<file path="config.mk">
export PLATFORM = sky130hd
export DESIGN_NAME = sliding_window_bin_histogram_top
export DESIGN_NICKNAME = d
export VERILOG_FILES = /design/src/hdl/swbh_pkg.sv /design/src/hdl/swbh_front.sv /design/src/hdl/swbh_queue.sv /design/src/hdl/swbh_back.sv /design/src/hdl/sliding_window_bin_histogram_top.sv
export SDC_FILE = /design/constraint.sdc
export NUM_CORES = 1
export LEC_CHECK = 0
export BUFFER_PORTS_ARGS = -buffer_cell sky130_fd_sc_hd__clkbuf_2
export CAP_MARGIN = 20
export CORE_MARGIN = 3
export CORE_UTILIZATION = 57
export CTS_CLUSTER_DIAMETER = 60
export DETAILED_ROUTE_END_ITERATION = 6
export GPL_ROUTABILITY_DRIVEN = 0
export GPL_TIMING_DRIVEN = 0
export PLACE_DENSITY = 0.75
export SETUP_SLACK_MARGIN = 0.5
export SYNTH_ARGS = -nofsm -noshare
export SYNTH_HDL_FRONTEND = slang
export SYNTH_HIERARCHICAL = 1
export SYNTH_SLANG_ARGS = --single-unit
</file>
<file path="constraint.sdc">
create_clock -name clk -period 5.3 [get_ports clk]
set_input_delay 1.06 -clock clk [delete_from_list [all_inputs] [get_ports clk]]
set_output_delay 1.06 -clock clk [all_outputs]
set_load 0.03 [all_outputs]
</file>
<file path="src/hdl/swbh_pkg.sv">
// Shared constants, item type and register indices for the sliding-window bin histogram.
// No dependencies.
package swbh_pkg;

    localparam int WINDOW_MAX   = 256;
    localparam int NUM_BINS     = 4;
    localparam int SAMPLE_BITS  = 8;

    localparam int PTR_W        = $clog2(WINDOW_MAX);
    localparam int FILL_W       = PTR_W + 1;
    localparam int BIN_W        = $clog2(NUM_BINS);
    localparam int COUNT_W      = 9;
    localparam int WIN_CFG_W    = 9;
    localparam int DIV_W        = 8;
    localparam int CMP_W        = SAMPLE_BITS + DIV_W;
    localparam int RESULT_SLOTS = 4;
    localparam int CFG_IDX_W    = 2;

    localparam int QUEUE_DEPTH  = 2;
    localparam int QPTR_W       = $clog2(QUEUE_DEPTH);
    localparam int QCNT_W       = $clog2(QUEUE_DEPTH + 1);

    localparam logic [FILL_W-1:0]    WINDOW_MAX_F  = FILL_W'(WINDOW_MAX);
    localparam logic [COUNT_W-1:0]   COUNT_MAX     = '1;
    localparam logic [WIN_CFG_W-1:0] WINDOW_RESET  = WIN_CFG_W'(20);
    localparam logic [DIV_W-1:0]     DIVISOR_RESET = DIV_W'(10);

    localparam logic [CFG_IDX_W-1:0] REG_WINDOW_SIZE = CFG_IDX_W'(0);
    localparam logic [CFG_IDX_W-1:0] REG_BIN_DIVISOR = CFG_IDX_W'(1);

    typedef struct packed {
        logic [BIN_W-1:0] bin;
        logic             start;
        logic             last;
    } item_t;

endpackage

</file>
<file path="src/hdl/swbh_front.sv">
// Front end: sample transfer, bin classification, push into the item queue.
// Depends on swbh_pkg.
module swbh_front
    import swbh_pkg::*;
(
    input  logic                   clk,
    input  logic                   rst_n,
    input  logic                   sample_valid,
    output logic                   sample_stall,
    input  logic [SAMPLE_BITS-1:0] sample,
    input  logic                   start_of_series,
    input  logic                   last_in_series,
    input  logic [DIV_W-1:0]       bin_divisor,
    output logic                   push,
    output item_t                  push_item,
    input  logic                   full
);

    logic             front_valid_reg;
    item_t            front_item_reg;
    logic [BIN_W-1:0] bin_next;

    // bin = sample / divisor clamped, by compares to multiples; top bin for sample 0
    always_comb
    begin
        logic [CMP_W-1:0] thresh;
        thresh   = '0;
        bin_next = '0;
        if (sample == '0)
        begin
            bin_next = BIN_W'(NUM_BINS - 1);
        end
        else if (bin_divisor == '0)
        begin
            bin_next = BIN_W'(NUM_BINS - 2);
        end
        else
        begin
            for (int k = 1; k <= NUM_BINS - 2; k++)
            begin
                thresh = CMP_W'(bin_divisor) * CMP_W'(k);
                if (CMP_W'(sample) >= thresh)
                begin
                    bin_next = BIN_W'(k);
                end
            end
        end
    end

    assign sample_stall = front_valid_reg && full;
    assign push         = front_valid_reg && !full;
    assign push_item    = front_item_reg;

    always_ff @(posedge clk or negedge rst_n)
    begin
        if (!rst_n)
        begin
            front_valid_reg <= 1'b0;
        end
        else if (!sample_stall)
        begin
            front_valid_reg <= sample_valid;
        end
    end

    always_ff @(posedge clk)
    begin
        if (sample_valid && !sample_stall)
        begin
            front_item_reg.bin   <= bin_next;
            front_item_reg.start <= start_of_series;
            front_item_reg.last  <= last_in_series;
        end
    end

endmodule

</file>
<file path="src/hdl/swbh_queue.sv">
// Short item queue between front and back ends.
// Depends on swbh_pkg.
module swbh_queue
    import swbh_pkg::*;
(
    input  logic  clk,
    input  logic  rst_n,
    input  logic  push,
    input  item_t push_item,
    output logic  full,
    input  logic  pop,
    output logic  q_valid,
    output item_t q_item
);

    item_t             entry_reg [QUEUE_DEPTH];
    logic [QPTR_W-1:0] wr_ptr_reg;
    logic [QPTR_W-1:0] rd_ptr_reg;
    logic [QCNT_W-1:0] count_reg;

    assign full    = (count_reg == QCNT_W'(QUEUE_DEPTH));
    assign q_valid = (count_reg != '0);
    assign q_item  = entry_reg[rd_ptr_reg];

    function automatic logic [QPTR_W-1:0] ptr_inc(input logic [QPTR_W-1:0] p);
        return (p == QPTR_W'(QUEUE_DEPTH - 1)) ? '0 : p + 1'b1;
    endfunction

    always_ff @(posedge clk or negedge rst_n)
    begin
        if (!rst_n)
        begin
            wr_ptr_reg <= '0;
            rd_ptr_reg <= '0;
            count_reg  <= '0;
        end
        else
        begin
            if (push)
            begin
                wr_ptr_reg <= ptr_inc(wr_ptr_reg);
            end
            if (pop)
            begin
                rd_ptr_reg <= ptr_inc(rd_ptr_reg);
            end
            if (push && !pop)
            begin
                count_reg <= count_reg + 1'b1;
            end
            else if (pop && !push)
            begin
                count_reg <= count_reg - 1'b1;
            end
        end
    end

    always_ff @(posedge clk)
    begin
        if (push)
        begin
            entry_reg[wr_ptr_reg] <= push_item;
        end
    end

    a_count_bound: assert property (@(posedge clk) disable iff (!rst_n)
        count_reg <= QCNT_W'(QUEUE_DEPTH))
        else $error("queue occupancy beyond depth");

    a_push_counts: assert property (@(posedge clk) disable iff (!rst_n)
        (push && !pop) |=> (count_reg == $past(count_reg) + 1'b1))
        else $error("queue push lost");

    a_pop_nonempty: assert property (@(posedge clk) disable iff (!rst_n)
        pop |-> q_valid)
        else $error("queue popped while empty");

endmodule

</file>
<file path="src/hdl/swbh_back.sv">
// Back end: delay line memory, window bookkeeping, bin counters and result register.
// Depends on swbh_pkg.
module swbh_back
    import swbh_pkg::*;
(
    input  logic               clk,
    input  logic               rst_n,
    input  logic [FILL_W-1:0]  window_eff,
    input  logic               q_valid,
    input  item_t              q_item,
    output logic               pop,
    output logic               result_valid,
    input  logic               result_stall,
    output logic [COUNT_W-1:0] count_bin0,
    output logic [COUNT_W-1:0] count_bin1,
    output logic [COUNT_W-1:0] count_bin2,
    output logic [COUNT_W-1:0] count_zero_bin,
    output logic               series_end
);

    typedef struct packed {
        logic [BIN_W-1:0] bin;
        logic             start;
        logic             last;
        logic             drop;
        logic             emit;
        logic [PTR_W-1:0] wr_addr;
        logic             byp;
        logic [BIN_W-1:0] byp_bin;
    } stage_t;

    logic [BIN_W-1:0]   delay_mem [WINDOW_MAX];

    logic               a_valid_reg;
    item_t              a_item_reg;
    logic [FILL_W-1:0]  fill_reg;
    logic [PTR_W-1:0]   wp_reg;

    logic               b_valid_reg;
    stage_t             b_reg;
    logic [BIN_W-1:0]   rd_data_reg;
    logic [COUNT_W-1:0] counts_reg [NUM_BINS];

    logic               out_valid_reg;
    logic [COUNT_W-1:0] out_count_reg [RESULT_SLOTS];
    logic               out_end_reg;

    logic               a_fire;
    logic               b_fire;
    logic [FILL_W-1:0]  fill_eff;
    logic [FILL_W-1:0]  fill_inc;
    logic [PTR_W-1:0]   wp_eff;
    logic [FILL_W-1:0]  rd_diff;
    logic [PTR_W-1:0]   rd_idx;
    logic               a_drop;
    logic               a_emit;
    logic               a_byp;
    logic [BIN_W-1:0]   old_bin;
    logic [COUNT_W-1:0] counts_next [NUM_BINS];
    logic [COUNT_W-1:0] slot_next [RESULT_SLOTS];

    // stage A: window bookkeeping and delay line read
    assign fill_eff = a_item_reg.start ? '0 : fill_reg;
    assign wp_eff   = a_item_reg.start ? '0 : wp_reg;
    assign a_drop   = (fill_eff >= window_eff);
    assign rd_diff  = {1'b0, wp_eff} - window_eff;
    assign rd_idx   = rd_diff[PTR_W-1:0];
    assign fill_inc = (fill_eff < WINDOW_MAX_F) ? fill_eff + 1'b1 : fill_eff;
    assign a_emit   = (fill_inc >= window_eff);
    // read in the same cycle as the write of the item ahead returns stale data
    assign a_byp    = b_fire && (rd_idx == b_reg.wr_addr);

    assign b_fire = b_valid_reg && (!b_reg.emit || !out_valid_reg || !result_stall);
    assign a_fire = a_valid_reg && (!b_valid_reg || b_fire);
    assign pop    = q_valid && (!a_valid_reg || a_fire);

    // stage B: counter update
    assign old_bin = b_reg.byp ? b_reg.byp_bin : rd_data_reg;

    always_comb
    begin
        logic [COUNT_W-1:0] base;
        logic [COUNT_W-1:0] mid;
        base = '0;
        mid  = '0;
        for (int k = 0; k < NUM_BINS; k++)
        begin
            base = b_reg.start ? '0 : counts_reg[k];
            mid  = base;
            if (b_reg.drop && (old_bin == BIN_W'(k)) && (base != '0))
            begin
                mid = base - 1'b1;
            end
            counts_next[k] = mid;
            if ((b_reg.bin == BIN_W'(k)) && (mid != COUNT_MAX))
            begin
                counts_next[k] = mid + 1'b1;
            end
        end
    end

    always_comb
    begin
        for (int j = 0; j < RESULT_SLOTS - 1; j++)
        begin
            slot_next[j] = (j < NUM_BINS - 1) ? counts_next[j] : '0;
        end
        slot_next[RESULT_SLOTS-1] = counts_next[NUM_BINS-1];
    end

    always_ff @(posedge clk or negedge rst_n)
    begin
        if (!rst_n)
        begin
            a_valid_reg   <= 1'b0;
            b_valid_reg   <= 1'b0;
            fill_reg      <= '0;
            wp_reg        <= '0;
            out_valid_reg <= 1'b0;
            for (int k = 0; k < NUM_BINS; k++)
            begin
                counts_reg[k] <= '0;
            end
        end
        else
        begin
            if (pop)
            begin
                a_valid_reg <= 1'b1;
            end
            else if (a_fire)
            begin
                a_valid_reg <= 1'b0;
            end

            if (a_fire)
            begin
                b_valid_reg <= 1'b1;
                fill_reg    <= fill_inc;
                wp_reg      <= wp_eff + 1'b1;
            end
            else if (b_fire)
            begin
                b_valid_reg <= 1'b0;
            end

            if (b_fire)
            begin
                for (int k = 0; k < NUM_BINS; k++)
                begin
                    counts_reg[k] <= counts_next[k];
                end
            end

            if (b_fire && b_reg.emit)
            begin
                out_valid_reg <= 1'b1;
            end
            else if (!result_stall)
            begin
                out_valid_reg <= 1'b0;
            end
        end
    end

    always_ff @(posedge clk)
    begin
        if (pop)
        begin
            a_item_reg <= q_item;
        end
        if (a_fire)
        begin
            b_reg.bin     <= a_item_reg.bin;
            b_reg.start   <= a_item_reg.start;
            b_reg.last    <= a_item_reg.last;
            b_reg.drop    <= a_drop;
            b_reg.emit    <= a_emit;
            b_reg.wr_addr <= wp_eff;
            b_reg.byp     <= a_byp;
            b_reg.byp_bin <= b_reg.bin;
        end
        if (b_fire && b_reg.emit)
        begin
            for (int j = 0; j < RESULT_SLOTS; j++)
            begin
                out_count_reg[j] <= slot_next[j];
            end
            out_end_reg <= b_reg.last;
        end
    end

    // delay line
    always_ff @(posedge clk)
    begin
        if (a_fire)
        begin
            rd_data_reg <= delay_mem[rd_idx];
        end
        if (b_fire)
        begin
            delay_mem[b_reg.wr_addr] <= b_reg.bin;
        end
    end

    assign result_valid   = out_valid_reg;
    assign count_bin0     = out_count_reg[0];
    assign count_bin1     = out_count_reg[1];
    assign count_bin2     = out_count_reg[2];
    assign count_zero_bin = out_count_reg[RESULT_SLOTS-1];
    assign series_end     = out_end_reg;

    a_fill_bound: assert property (@(posedge clk) disable iff (!rst_n)
        fill_reg <= WINDOW_MAX_F)
        else $error("fill level beyond window maximum");

    a_emit_shows: assert property (@(posedge clk) disable iff (!rst_n)
        (b_fire && b_reg.emit) |=> result_valid)
        else $error("result lost at output register");

    a_bypass_unit_window: assert property (@(posedge clk) disable iff (!rst_n)
        (a_fire && a_drop && a_byp) |-> (window_eff == FILL_W'(1)))
        else $error("delay line bypass with window above one");

endmodule

</file>
<file path="src/hdl/sliding_window_bin_histogram_top.sv">
// Throughput: one sample per cycle unless result_stall holds back a result; front register,
// queue, stage A and stage B each pass one item per cycle, the delay line memory is read in
// stage A and written in stage B.
// Reset: asynchronous, clears control state, counters, fill level and write pointer;
// the window length returns to 20 and bin_divisor to 10; the delay line is not cleared.
// Holds the configuration registers; depends on swbh_pkg, swbh_front, swbh_queue, swbh_back.
module sliding_window_bin_histogram_top
    import swbh_pkg::*;
(
    input  logic                   clk,
    input  logic                   rst_n,
    input  logic                   cfg_valid,
    output logic                   cfg_ready,
    input  logic [CFG_IDX_W-1:0]   cfg_index,
    input  logic [WIN_CFG_W-1:0]   cfg_data,
    input  logic                   sample_valid,
    output logic                   sample_stall,
    input  logic [SAMPLE_BITS-1:0] sample,
    input  logic                   start_of_series,
    input  logic                   last_in_series,
    output logic                   result_valid,
    input  logic                   result_stall,
    output logic [COUNT_W-1:0]     count_bin0,
    output logic [COUNT_W-1:0]     count_bin1,
    output logic [COUNT_W-1:0]     count_bin2,
    output logic [COUNT_W-1:0]     count_zero_bin,
    output logic                   series_end
);

    logic [WIN_CFG_W-1:0] win_len_reg;
    logic [DIV_W-1:0]     bin_divisor_reg;
    logic [FILL_W-1:0]    window_eff;
    logic                 push;
    item_t                push_item;
    logic                 full;
    logic                 pop;
    logic                 q_valid;
    item_t                q_item;

    assign cfg_ready = 1'b1;

    always_ff @(posedge clk or negedge rst_n)
    begin
        if (!rst_n)
        begin
            win_len_reg     <= WINDOW_RESET;
            bin_divisor_reg <= DIVISOR_RESET;
        end
        else if (cfg_valid && cfg_ready)
        begin
            unique case (cfg_index)
                REG_WINDOW_SIZE: win_len_reg <= cfg_data;
                REG_BIN_DIVISOR: bin_divisor_reg <= cfg_data[DIV_W-1:0];
                default: ;
            endcase
        end
    end

    // zero acts as one, oversize clamps to the delay line depth
    always_comb
    begin
        if (win_len_reg == '0)
        begin
            window_eff = FILL_W'(1);
        end
        else if (int'(win_len_reg) > WINDOW_MAX)
        begin
            window_eff = WINDOW_MAX_F;
        end
        else
        begin
            window_eff = FILL_W'(win_len_reg);
        end
    end

    swbh_front u_front (
        .clk             (clk),
        .rst_n           (rst_n),
        .sample_valid    (sample_valid),
        .sample_stall    (sample_stall),
        .sample          (sample),
        .start_of_series (start_of_series),
        .last_in_series  (last_in_series),
        .bin_divisor     (bin_divisor_reg),
        .push            (push),
        .push_item       (push_item),
        .full            (full)
    );

    swbh_queue u_queue (
        .clk       (clk),
        .rst_n     (rst_n),
        .push      (push),
        .push_item (push_item),
        .full      (full),
        .pop       (pop),
        .q_valid   (q_valid),
        .q_item    (q_item)
    );

    swbh_back u_back (
        .clk            (clk),
        .rst_n          (rst_n),
        .window_eff     (window_eff),
        .q_valid        (q_valid),
        .q_item         (q_item),
        .pop            (pop),
        .result_valid   (result_valid),
        .result_stall   (result_stall),
        .count_bin0     (count_bin0),
        .count_bin1     (count_bin1),
        .count_bin2     (count_bin2),
        .count_zero_bin (count_zero_bin),
        .series_end     (series_end)
    );

endmodule

</file>
Yosys cells after proc, flatten, opt, wreduce, memory -nomap -nowiden
Memory sizes are Yosys's and may differ from the RTL's. A register that Yosys moved wholly into a read port is not among the register bits.
Index checks and enable logic that the tools add are counted.
- register bits after elaboration: 100
- RAM bits: 556
- word-level logic and storage cells: 155
- memories kept: 3
- add/subtract/negate cells: 15
- $lt $le $gt $ge: 6
- eq/ne operators: 14
- muxes and demuxes: 37
- reduce and logical (&&, ||, !) cells: 52
- memory list (memory ; words ; width ; read ports ; clocked after memory_dff ; write ports ; line ; source):
    u_back.delay_mem ; 256 ; 2 ; 1 ; 1 ; 1 ; swbh_back.sv:32 ; logic [BIN_W-1:0] delay_mem [WINDOW_MAX];
    u_back.out_count_reg ; 4 ; 9 ; 4 ; 0 ; 4 ; swbh_back.sv:45 ; logic [COUNT_W-1:0] out_count_reg [RESULT_SLOTS];
    u_queue.entry_reg ; 2 ; 4 ; 1 ; 1 ; 1 ; swbh_queue.sv:16 ; item_t entry_reg [QUEUE_DEPTH];
- operators with widths (operator ; number):
    $mux W9 ; 16
    $add A9 B1 Y9 const B ; 5
    $ne A9 B9 Y1 const B ; 4
    $reduce_bool A9 Y1 ; 4
    $sub A9 B1 Y9 const B ; 4
    $logic_and A1 B1 Y1 ; 22
    $ge A9 B9 Y1 ; 2
    $mux W1 ; 17
    $logic_not A8 Y1 ; 2
    $eq A2 B2 Y1 const B ; 5
    $ge A8 B9 Y1 ; 1
    $gt A9 B9 Y1 const B ; 1
    $logic_not A1 Y1 ; 9
    $logic_not A9 Y1 ; 1
    $lt A9 B9 Y1 const B ; 1
    $add A8 B1 Y8 const B ; 1
    $eq A8 B8 Y1 ; 1
    $ge A8 B8 Y1 ; 1
    $mux W8 ; 1
    $reduce_bool A2 Y1 ; 4
    $sub A8 B8 Y8 ; 1
    $eq A2 B1 Y1 const B ; 3
    $logic_not A2 Y1 ; 3
    $mux W2 ; 3
    7 further kinds ; 12

Logic depth before layout (Yosys ltp)
Gate-level depths: netlist of the first run.
- depth after elaboration: 11
- depth in mapped cells: 18
- mapped depth without buffers: 17

By module
The synthesis of the first run kept the hierarchy.
- by module, submodules not included (module ; times used ; cells each ; area each (µm²) ; seq. area each (µm²)):
    swbh_back ; 1 ; 1887 ; 27707.8 ; 18577.8
    sliding_window_bin_histogram_top ; 1 ; 52 ; 764.5 ; 430.4
    swbh_front ; 1 ; 57 ; 568.0 ; 145.1
    swbh_queue ; 1 ; 28 ; 476.7 ; 340.3

Least setup slack after synthesis of the first run
No wires, ideal clock.
- kind: register to register
- start point: register u_back/b_reg[15] in the netlist's numbering
- end point: memory u_back.out_count_reg[0][4], data pin
- arrival time: 4966 ps
- required time: 5040 ps
- slack: 75 ps
- cell stages (with the launch flop): 7
- path buffers: 0
- clock period less this slack: 5225 ps
- cell sequence: edfxtp_1 nor3_1 nand3_1 mux2_2 nor2_1 nor2_1 mux2_2
- RTL lines (what ; line ; source):
    start, declared ; swbh_back.sv:40 ; stage_t b_reg;
    end, declared ; swbh_back.sv:45 ;

Final worst setup path of the first run
- start point: register win_len_reg[8]
- end point: register u_back.rd_data_reg[1] (read register of u_back.delay_mem), data pin
- cells in the longest elaborated chain, start to end: 4
- RTL lines (what ; line ; source):
    start, declared ; sliding_window_bin_histogram_top.sv:30 ; logic [WIN_CFG_W-1:0] win_len_reg;
    start signal, assigned ; sliding_window_bin_histogram_top.sv:52 ; REG_WINDOW_SIZE: win_len_reg <= cfg_data;
    $gt A9 B9 Y1 ; sliding_window_bin_histogram_top.sv:66 ; else if (int'(win_len_reg) > WINDOW_MAX)
    $mux W9 ; sliding_window_bin_histogram_top.sv:66 ;
    $mux W9 * ; sliding_window_bin_histogram_top.sv:62 ; if (win_len_reg == '0)
    via window_eff[0] ; sliding_window_bin_histogram_top.sv:32 ; logic [FILL_W-1:0] window_eff;
    $sub A8 B8 Y8 * ; swbh_back.sv:66 ; assign rd_diff = {1'b0, wp_eff} - window_eff;
    end, declared ; swbh_back.sv:41 ; logic [BIN_W-1:0] rd_data_reg;
Mark *: on every way through the listed nets, which the timed path passes. The rest lies on a longest branch.
A chain may end at the register's enable or synchronous reset.

==> flow_summary.toml, run 1 <==
[status]
status = "finished clean"

[logic_synthesis]
synth_warnings = 6
synth_area_leaders = "edfxtp_1 59%, mux4_2 9.8%, dfrtp_1 6.3%, nor2_1 4.2%, mux2i_1 2.2%"
synth-seq-cells = 662
synth.most_common_cell = "edfxtp_1"
syn_inst = 2024
synth.avg_cell_area_um2 = 14.58
synth_top_cell_by_area = "edfxtp_1"
netlist-cell-type-count = 72
ys_seq_area_share_pct = 66.04
synth.top_cells.by_count = "584 x edfxtp_1, 332 x nor2_1, 163 x nand2_1, 128 x mux4_2, 89 x clkbuf_1"
syn_area_um2 = 29520
synth_ff_type = "edfxtp_1"
synth_edf_count = 584
synth_top_area_share_pct = 59.41
synth_nets = 2096
synth-async-reset-ratio_pct = 11.78

[power]
power_density_nw_per_um2 = 609.4
p_leak_uw = 0.01170
peakVddDrop_mv = 0.3493

[floorplan]
rows = 82
die_h_um = 233.6
io_pins = 66
dieArea_um2 = 54550
fp.dieW_um = 233.6
initial_utilization_pct = 58.24
core_area_um2 = 50680

[timing]
setup_viol = 0
min_period_over_period_pct = 87.49
slew_headroom_pct = 17.97
setup_slack_ns = 0.6631
hold_violations = 0
tightest_slew_ns = 1.230
skew_ns = 0.02466
rsz0062_at_grt = "true"
min_period_ns = 4.637
finalSetupTns_ns = 0
slew_violations = 0
fmax_ghz = 0.2157

[critical_path]
crit_path_start = "win_len_reg[8]"
start_kind = "flop"
worst-endpoint-arrival_ns = 4.94
timing.rr.start = "win_len_reg[8]"
required_ns = 5.60
rrSetupSlack_ns = 0.66
endpoint_kind = "flop"
critPathMaxFanout = 10
crit_type = "reg2reg"

[clock_tree]
cts_htree_levels = 3
root_buffer = "clkbuf_16"
clockBufferDepth = 3
clock-sinks = 662
cts_tree = "done"
clk_latency_ns = 0.61
clk_pin_slew_ns = 0.06
cts_made_buffers = 70

[grt]
grt_pass1_vias = 18341
grt_pass1_wl_um = 106200
overflow = 0
antenna_found_initial = 0
gr-usage-all-layers_pct = 26.05
grt_max_degree = 56

[drt]
vias_per_cell = 6.199
wl_um = 69360
drt_iter0_markers = 2036
ant_nets = 0
drcViolationCount = 0
detail_route.wl_per_cell_um = 23.85
drt_pass1_iterations = 6
vias = 18028

[finish]
layout-drive-gt1-share_pct = 19.63
fillerInstances = 3510
largest_reg_flops = 512
area_growth_pct = 14.14
nNetsFinal = 2255
antennaDiodeCount = 0

[job]
drv_cap = 0

[placement]
place_ws_ns = -0.3670
dp_hpwl_um = 46000
port_buffers = 64

[min_path]
hold_path_class = "in2async"
-- logic make-up (layout without fill, tap and decap cells) --
logic type | Yosys count | count (layout) | share of synthesized area (%)
and+or+nand+nor | 681 | 681 | 10.34
DFF | 662 | 662 | 66.04
muxes | 245 | 245 | 13.95
AOI/OAI and AO/OA | 174 | 174 | 3.756
buffers and inverters | 153 | 365 | 2.077
xor gates and xnor gates | 60 | 60 | 1.806
adders and majority gates | 48 | 48 | 2.018
other | 1 | 1 | 0.01270
-- where the power goes --
part,total [uW],switching (uW),leakage (uW),internal (uW)
Clock,4760,1940,0.00107,2820
Sequential,7110,303,0.00632,6810
Combinational,8660,5220,0.00431,3440
Total,20500,7460,0.0117,13100
-- final timing paths --
kind | cells past startpoint | to
min reg2reg | 0 | u_back/series_end
max reg2reg | 16 | u_back/rd_data_reg[1]
min | 1 | u_back/result_valid
min in group clk | 0 | u_back/series_end
max | 16 | u_back/rd_data_reg[1]
max in group asynchronous | 2 | u_back/counts_reg[30]
-- cell usage in the layout, fill, tap and decap left out, types with 57 or more instances in the layout --
cell / instances
a21oi_1: 57
clkbuf_1: 91
clkbuf_16: 73
clkbuf_2: 76
dfrtp_1: 74
edfxtp_1: 584
mux2i_1: 66
mux4_2: 128
nand2_1: 162
nor2_1: 329
-- through the flow --
stage	instances	instance area, um2	total power, uW	utilization, %	hold slack [ns]
after CTS	2907	33620	20450	66.34	0.3855
after global routing	2908	33690	21400	66.47	0.4155
final	2908	33690	20530	66.47	0.4080
after floorplan	2024	29600	12740	-	0.4003
after detailed placement	2781	31330	15590	61.82	0.4107
after global placement	2760	30760	15040	60.69	0.4012
-- what timing repair did --
| item | 4_1_cts | 5_1_grt |
|---|---|---|
| gates resized for setup | 39 | 31 |
| endpoints found under the hold margin | 0 | 0 |
| setup buffers | 1 | 1 |
| endpoints found under the setup margin | 3 | 3 |
| pin swaps | 0 | 0 |
| hold buffers | 0 | 0 |
-- metal layers --
metal / GRT usage [%] / share of wire (%) / vias to the layer above
met4: 9.985 / 3.5 / 0
met5: 0 / 0 / -
met1: 35.54 / 39 / 9030
met3: 5.732 / 9.5 / 169
met2: 41.52 / 48 / 922
li1: - / - / 7907
-- final cells by class --
class / count / area (um2) / share of cell area, %
multi-input cells: 1209 / 9514 / 28.24
clock inverters: 23 / 244.0 / 0.7242
clock buffers: 102 / 1966 / 5.834
repair buffers: 87 / 915.9 / 2.718
well taps: 672 / 840.8 / 2.496
plain buffers: 116 / 578.1 / 1.716
flip-flops and latches: 662 / 19490 / 57.86
inverters: 37 / 138.9 / 0.4122
-- critical path, stage by stage, from the launching register on --
cell	delay [ns]
dfrtp_1	0.38
buf_6	0.14
or4_4	0.52
o22ai_2	0.19
ha_1	0.24
inv_1	0.06
ha_1	0.33
clkbuf_4	0.27
clkbuf_4	0.30
clkbuf_2	0.39
mux4_2	0.36
mux2i_1	0.26
nor2_1	0.10
a21oi_1	0.16
o221ai_1	0.21
mux2i_1	0.24
mux2i_1	0.17
Note: power is estimated with default switching activity, not from simulation.
==> run 2: changes to the inputs <==
--- a/config.mk
+++ b/config.mk
@@ -7,6 +7,7 @@
 export LEC_CHECK = 0
 export BUFFER_PORTS_ARGS = -buffer_cell sky130_fd_sc_hd__clkbuf_2
 export CAP_MARGIN = 20
+export CORE_ASPECT_RATIO = 0.9
 export CORE_MARGIN = 3
 export CORE_UTILIZATION = 57
 export CTS_CLUSTER_DIAMETER = 60
@@ -17,5 +18,5 @@
 export SETUP_SLACK_MARGIN = 0.5
 export SYNTH_ARGS = -nofsm -noshare
 export SYNTH_HDL_FRONTEND = slang
-export SYNTH_HIERARCHICAL = 1
 export SYNTH_SLANG_ARGS = --single-unit
+export TNS_END_PERCENT = 5
==> flow_summary.toml, run 2 <==
[timing]
hold_violations = 0
setup_viol = 0
slew_headroom_pct = 19.31
min_period_over_period_pct = 89.59
rsz0062_at_grt = "true"
skew_ns = 0.02213
tightest_slew_ns = 1.210
slew_violations = 0
min_period_ns = 4.748
fmax_ghz = 0.2106

[floorplan]
rows = 78
core_area_um2 = 51040
die_h_um = 223.0
initial_utilization_pct = 58.43
fp.dieW_um = 247.1
dieArea_um2 = 55110
io_pins = 66

[drt]
drcViolationCount = 0
wl_um = 73620
vias_per_cell = 6.407
drt_iter0_markers = 2327
ant_nets = 0
vias = 18447
detail_route.wl_per_cell_um = 25.57
drt_pass1_iterations = 5

[clock_tree]
clock-sinks = 662
root_buffer = "clkbuf_16"
cts_htree_levels = 3
clockBufferDepth = 3
clk_pin_slew_ns = 0.07
clk_latency_ns = 0.60
cts_made_buffers = 68
cts_tree = "done"
hold_buffers = 0

[logic_synthesis]
synth.avg_cell_area_um2 = 15.03
synth_top_cell_by_area = "edfxtp_1"
synth_top_area_share_pct = 58.80
synth_warnings = 0
synth_nets = 2068
netlist-cell-type-count = 79
synth-seq-cells = 662
synth_ff_type = "edfxtp_1"
ys_seq_area_share_pct = 65.36
syn_inst = 1984
synth_area_leaders = "edfxtp_1 59%, mux4_2 12%, dfrtp_1 6.2%, nor2_1 4.2%, ha_1 2.4%"
synth.top_cells.by_count = "584 x edfxtp_1, 335 x nor2_1, 161 x nand2_1, 160 x mux4_2, 74 x dfrtp_1"
synth.most_common_cell = "edfxtp_1"
synth_edf_count = 584
synth-async-reset-ratio_pct = 11.78
syn_area_um2 = 29820

[finish]
largest_reg_flops = 512
layout-drive-gt1-share_pct = 21.65
fillerInstances = 3338
final_cells = 2879
final_cell_mix = "584 x edfxtp_1, 334 x nor2_1, 161 x nand2_1"
final_common_cell = "edfxtp_1"
area_growth_pct = 13.82
antennaDiodeCount = 0
nNetsFinal = 2232
final_util_pct = 66.51

[placement]
port_buffers = 64
dp_hpwl_um = 48820
dp.cells = 2750

[critical_path]
required_ns = 5.65
path_buf_inv = 4
slowest_delay_ns = 0.61
crit_family = "buffers and inverters"
start_kind = "flop"
path_cells = "clkbuf_2, nand2b_1, fa_1, clkbuf_2, clkbuf_4, clkbuf_4, mux4_2, mux4_2, a221oi_2, mux2i_1, mux2_2"
critPathMaxFanout = 10
worst-endpoint-arrival_ns = 5.10
crit_path_top_delay_cell = "fa_1"
crit_type = "reg2reg"
endpoint_kind = "flop"

[status]
status = "finished clean"

[grt]
overflow = 0
antenna_found_initial = 0
grt_pass1_vias = 18460
grt_pass1_wl_um = 112200
gr-usage-all-layers_pct = 27.29
grt_max_degree = 57

[power]
power_density_nw_per_um2 = 620.1
peakVddDrop_mv = 0.3604
p_leak_uw = 0.01173

[min_path]
hold_path_class = "in2async"

[job]
drv_cap = 0
## run 2: stage by stage
stage | area, um2 | hold slack (ns) | worst slack (ns) | setup TNS (ns) | power [uW]
after floorplan | 29820 | 0.4003 | 0.003182 | 0 | 13010
after detailed placement | 31570 | 0.4045 | -0.7578 | -5.816 | 16130
after global placement | 31000 | 0.4028 | -3.393 | -1214.16 | 15570
final | 33950 | 0.3832 | 0.5519 | 0 | 21050
after global routing | 33950 | 0.3801 | 0.3991 | 0 | 21850
after CTS | 33860 | 0.3634 | 0.4567 | 0 | 20940
## run 2: final cells by class
class | count | area (um2) | share of cell area (%)
inverter | 34 | 130.1 | 0.3833
clock inverter | 38 | 357.8 | 1.054
sequential | 662 | 19490 | 57.43
timing repair buffer | 94 | 963.4 | 2.838
clock buffer | 83 | 1818 | 5.355
buffer | 104 | 535.5 | 1.578
tap | 680 | 850.8 | 2.506
multi-input combinational | 1184 | 9797 | 28.86
## run 2: kinds of logic (layout without fill, tap and decap cells)
| logic type | Yosys count | count (layout) | share of synthesized area [%] |
|---|---|---|---|
| buffers and inverters | 138 | 353 | 2.051 |
| AND/OR/NAND/NOR | 680 | 680 | 10.24 |
| other | 1 | 1 | 0.01257 |
| AO/OA/AOI/OAI | 155 | 155 | 3.524 |
| adder cells (fa/ha/maj) | 58 | 58 | 2.458 |
| XOR/XNOR | 67 | 67 | 1.968 |
| flip-flops | 662 | 662 | 65.36 |
| multiplexers | 223 | 223 | 14.39 |
## run 2: final timing paths
kind / from / endpoint / slack (ns) / depth (start not counted)
max: u_back.a_item_reg[1] / u_back.rd_data_reg[0] / 0.55 / 11
max in group asynchronous: rst_n / u_back.counts_reg[11] / 4.28 / 2
min in group clk: u_back.a_item_reg[2] / u_back.b_reg[15] / 0.41 / 0
min: rst_n / u_back.fill_reg[1] / 0.38 / 1
max reg2reg: u_back.a_item_reg[1] / u_back.rd_data_reg[0] / 0.55 / 11
min reg2reg: u_back.a_item_reg[2] / u_back.b_reg[15] / 0.41 / 0
## run 2: timing repair
item | 4_1_cts | 5_1_grt
resized for setup | 34 | 23
setup endpoints to repair | 51 | 30
hold endpoints to repair | 0 | 0
buffers inserted | 1 | 6
pin swaps | 1 | 0
## run 2: routing by layer
metal / share of wire [%] / GRT usage, %
met1: 39 / 38.46
met5: 0 / 0
met2: 47 / 42.48
met3: 10 / 6.514
met4: 3.2 / 9.050
## run 2: report_power, final
group	internal, uW	leakage (uW)	switching (uW)
Clock	2700	0.00106	1990
Sequential	6810	0.00632	341
Combinational	3760	0.00435	5440
Total	13300	0.0117	7770
==> run 3: changes to the inputs <==
--- a/config.mk
+++ b/config.mk
@@ -8,13 +8,12 @@
 export BUFFER_PORTS_ARGS = -buffer_cell sky130_fd_sc_hd__clkbuf_2
 export CAP_MARGIN = 20
 export CORE_ASPECT_RATIO = 0.9
-export CORE_MARGIN = 3
-export CORE_UTILIZATION = 57
-export CTS_CLUSTER_DIAMETER = 60
+export CORE_MARGIN = 8
+export CORE_UTILIZATION = 60
 export DETAILED_ROUTE_END_ITERATION = 6
 export GPL_ROUTABILITY_DRIVEN = 0
 export GPL_TIMING_DRIVEN = 0
-export PLACE_DENSITY = 0.75
+export PLACE_DENSITY = 0.76
 export SETUP_SLACK_MARGIN = 0.5
 export SYNTH_ARGS = -nofsm -noshare
 export SYNTH_HDL_FRONTEND = slang
==> constraint.sdc (replaced) <==
create_clock -name clk -period 5.7 [get_ports clk]
set_input_delay 1.14 -clock clk [delete_from_list [all_inputs] [get_ports clk]]
set_output_delay 1.14 -clock clk [all_outputs]
set_load 0.03 [all_outputs]
==> flow_summary.toml, run 3 (synthesized netlist as in run 2, its figures left out) <==
[placement]
dp_hpwl_um = 48840
port_buffers = 64
placed_cell_area_um2 = 31530
place_ws_ns = -0.3607

[timing]
rsz0062_at_grt = "true"
min_period_over_period_pct = 93.27
slew_violations = 0
hold_violations = 0
slew_headroom_pct = 19.59
min_period_ns = 5.316
finalSetupTns_ns = 0
fmax_ghz = 0.1881
tightest_slew_ns = 1.206
setup_viol = 0
skew_ns = 0.02389
setup_slack_ns = 0.3836

[power]
p_seq_share_pct = 34.0
netSwitchingPower_uw = 7213
p_comb_share_pct = 43.8
p_leak_uw = 0.01165
power_switching_share_pct = 37.04
power_density_nw_per_um2 = 576.8
clkPwrFrac_pct = 22.2
peakVddDrop_mv = 0.3307
p_int_uw = 12260

[finish]
antennaDiodeCount = 0
layout-drive-gt1-share_pct = 20.52
area_growth_pct = 13.18
final_common_cell = "edfxtp_1"
final_cell_mix = "584 x edfxtp_1, 335 x nor2_1, 161 x nand2_1"
nNetsFinal = 2226
design_area_um2 = 33760
largest_reg_flops = 512
final_util_pct = 68.70
seq_area_um2 = 19490
multiInputGateArea_um2 = 9769
fillerInstances = 3203

[clock_tree]
clk_latency_ns = 0.61
cts_tree = "done"
clock-sinks = 662
clockBufferDepth = 3
root_buffer = "clkbuf_16"
clk_pin_slew_ns = 0.06
cts_htree_levels = 3
cts_made_buffers = 68

[drt]
vias_per_cell = 6.593
drt_iter0_markers = 2510
detail_route.wl_per_cell_um = 26.50
drt_pass1_iterations = 7
drcViolationCount = 1
vias = 18624
ant_nets = 0
wl_um = 74860

[grt]
grt_max_degree = 44
grtUsageMet2_pct = 42.33
grt_pass1_wl_um = 113100
antenna_found_initial = 0
grt_pass1_vias = 18593
gr-usage-all-layers_pct = 26.29
grtUsageMet3_pct = 5.843
use_met1_pct = 35.88
grt.busiest_layer = "met2"
overflow = 0

[min_path]
hold_path_class = "reg2reg"

[floorplan]
rows = 77
io_pins = 66
fp.dieW_um = 251.0
die_h_um = 227.5
core_area_um2 = 49130
dieArea_um2 = 57110
initial_utilization_pct = 60.70

[critical_path]
crit_path_top_delay_cell = "clkdlybuf4s15_2"
worst-endpoint-arrival_ns = 5.65
endpoint_kind = "flop"
critPathMaxFanout = 10
start_kind = "flop"
slowest_delay_ns = 0.56
crit_family = "buffers and inverters"
path_cells = "clkbuf_2, clkbuf_1, nor2b_1, ha_1, o21a_1, nor2_1, xnor2_2, buf_2, clkdlybuf4s15_2, mux4_2, a221oi_1, mux2i_1, mux2_2"
crit_type = "reg2reg"
required_ns = 6.04
path_buf_inv = 4

[status]
status = "finished with violations"
violations = "DRC"

[job]
drv_cap = 0
## run 3: changes by cell type in the layout (fill, tap and decap cells not counted), sizes merged
cell and delta:
buf -6, clkinvlp -2, inv -2, clkbuf +4
bufinv -1, clkdlybuf4s15 +1
## run 3: power groups by stage
stage | clock network [uW] | logic (uW) | registers [uW]
final | 4320 | 8530 | 6620
after CTS | 4350 | 8410 | 6620
after detailed placement | 0 | 8260 | 6710
after global routing | 4530 | 8920 | 6670
after floorplan | 0 | 4890 | 7210
after global placement | 0 | 7090 | 7440
## run 3: layer usage
metal | vias up | share of wire, %
li1 | 7890 | -
met1 | 9342 | 39
met2 | 1216 | 47
met3 | 176 | 11
met4 | 0 | 3.1
met5 | - | 0
## run 3: final cells by class
class / instances / area share (%)
well taps: 632 / 2.343
plain buffers: 104 / 1.497
multi-input cells: 1184 / 28.94
clock buffers: 88 / 5.449
clock inverters: 33 / 0.8710
inverters: 34 / 0.3818
repair buffers: 88 / 2.769
flip-flops and latches: 662 / 57.75
## run 3: worst paths after layout
kind,to,startpoint,slack [ns],cells after the start
max in group asynchronous,u_back.counts_reg[6],rst_n,4.50,2
setup reg to reg,u_back.rd_data_reg[1],u_back.a_item_reg[1],0.38,13
hold / removal,u_back.b_reg[15],u_back.a_item_reg[2],0.42,0
hold reg to reg,u_back.b_reg[15],u_back.a_item_reg[2],0.42,0
min in group asynchronous,bin_divisor_reg[7],rst_n,0.56,1
setup / recovery,u_back.rd_data_reg[1],u_back.a_item_reg[1],0.38,13
## run 3: stage by stage
stage                     instances  power (uW)  hold slack, ns
final                          2825       19470          0.4160
after detailed placement       2702       14960          0.4080
after global placement         2680       14530          0.4021
after global routing           2825       20120          0.4358
after CTS                      2823       19380          0.4206
after floorplan                1984       12100          0.4003
## run 3: timing repair
action	4_1_cts	5_1_grt
endpoints found under the setup margin	31	23
hold buffers	0	0
gates resized for setup	17	4
pin swaps	0	1
gates cloned	0	0
setup buffers	0	1
## run 3: worst reg2reg max path, stage by stage, from the launching register on
cell             delay [ns]
edfxtp_1               0.52
clkbuf_2               0.31
clkbuf_1               0.43
nor2b_1                0.14
ha_1                   0.46
o21a_1                 0.17
nor2_1                 0.06
xnor2_2                0.50
buf_2                  0.46
clkdlybuf4s15_2        0.56
mux4_2                 0.43
a221oi_1               0.53
mux2i_1                0.16
mux2_2                 0.33
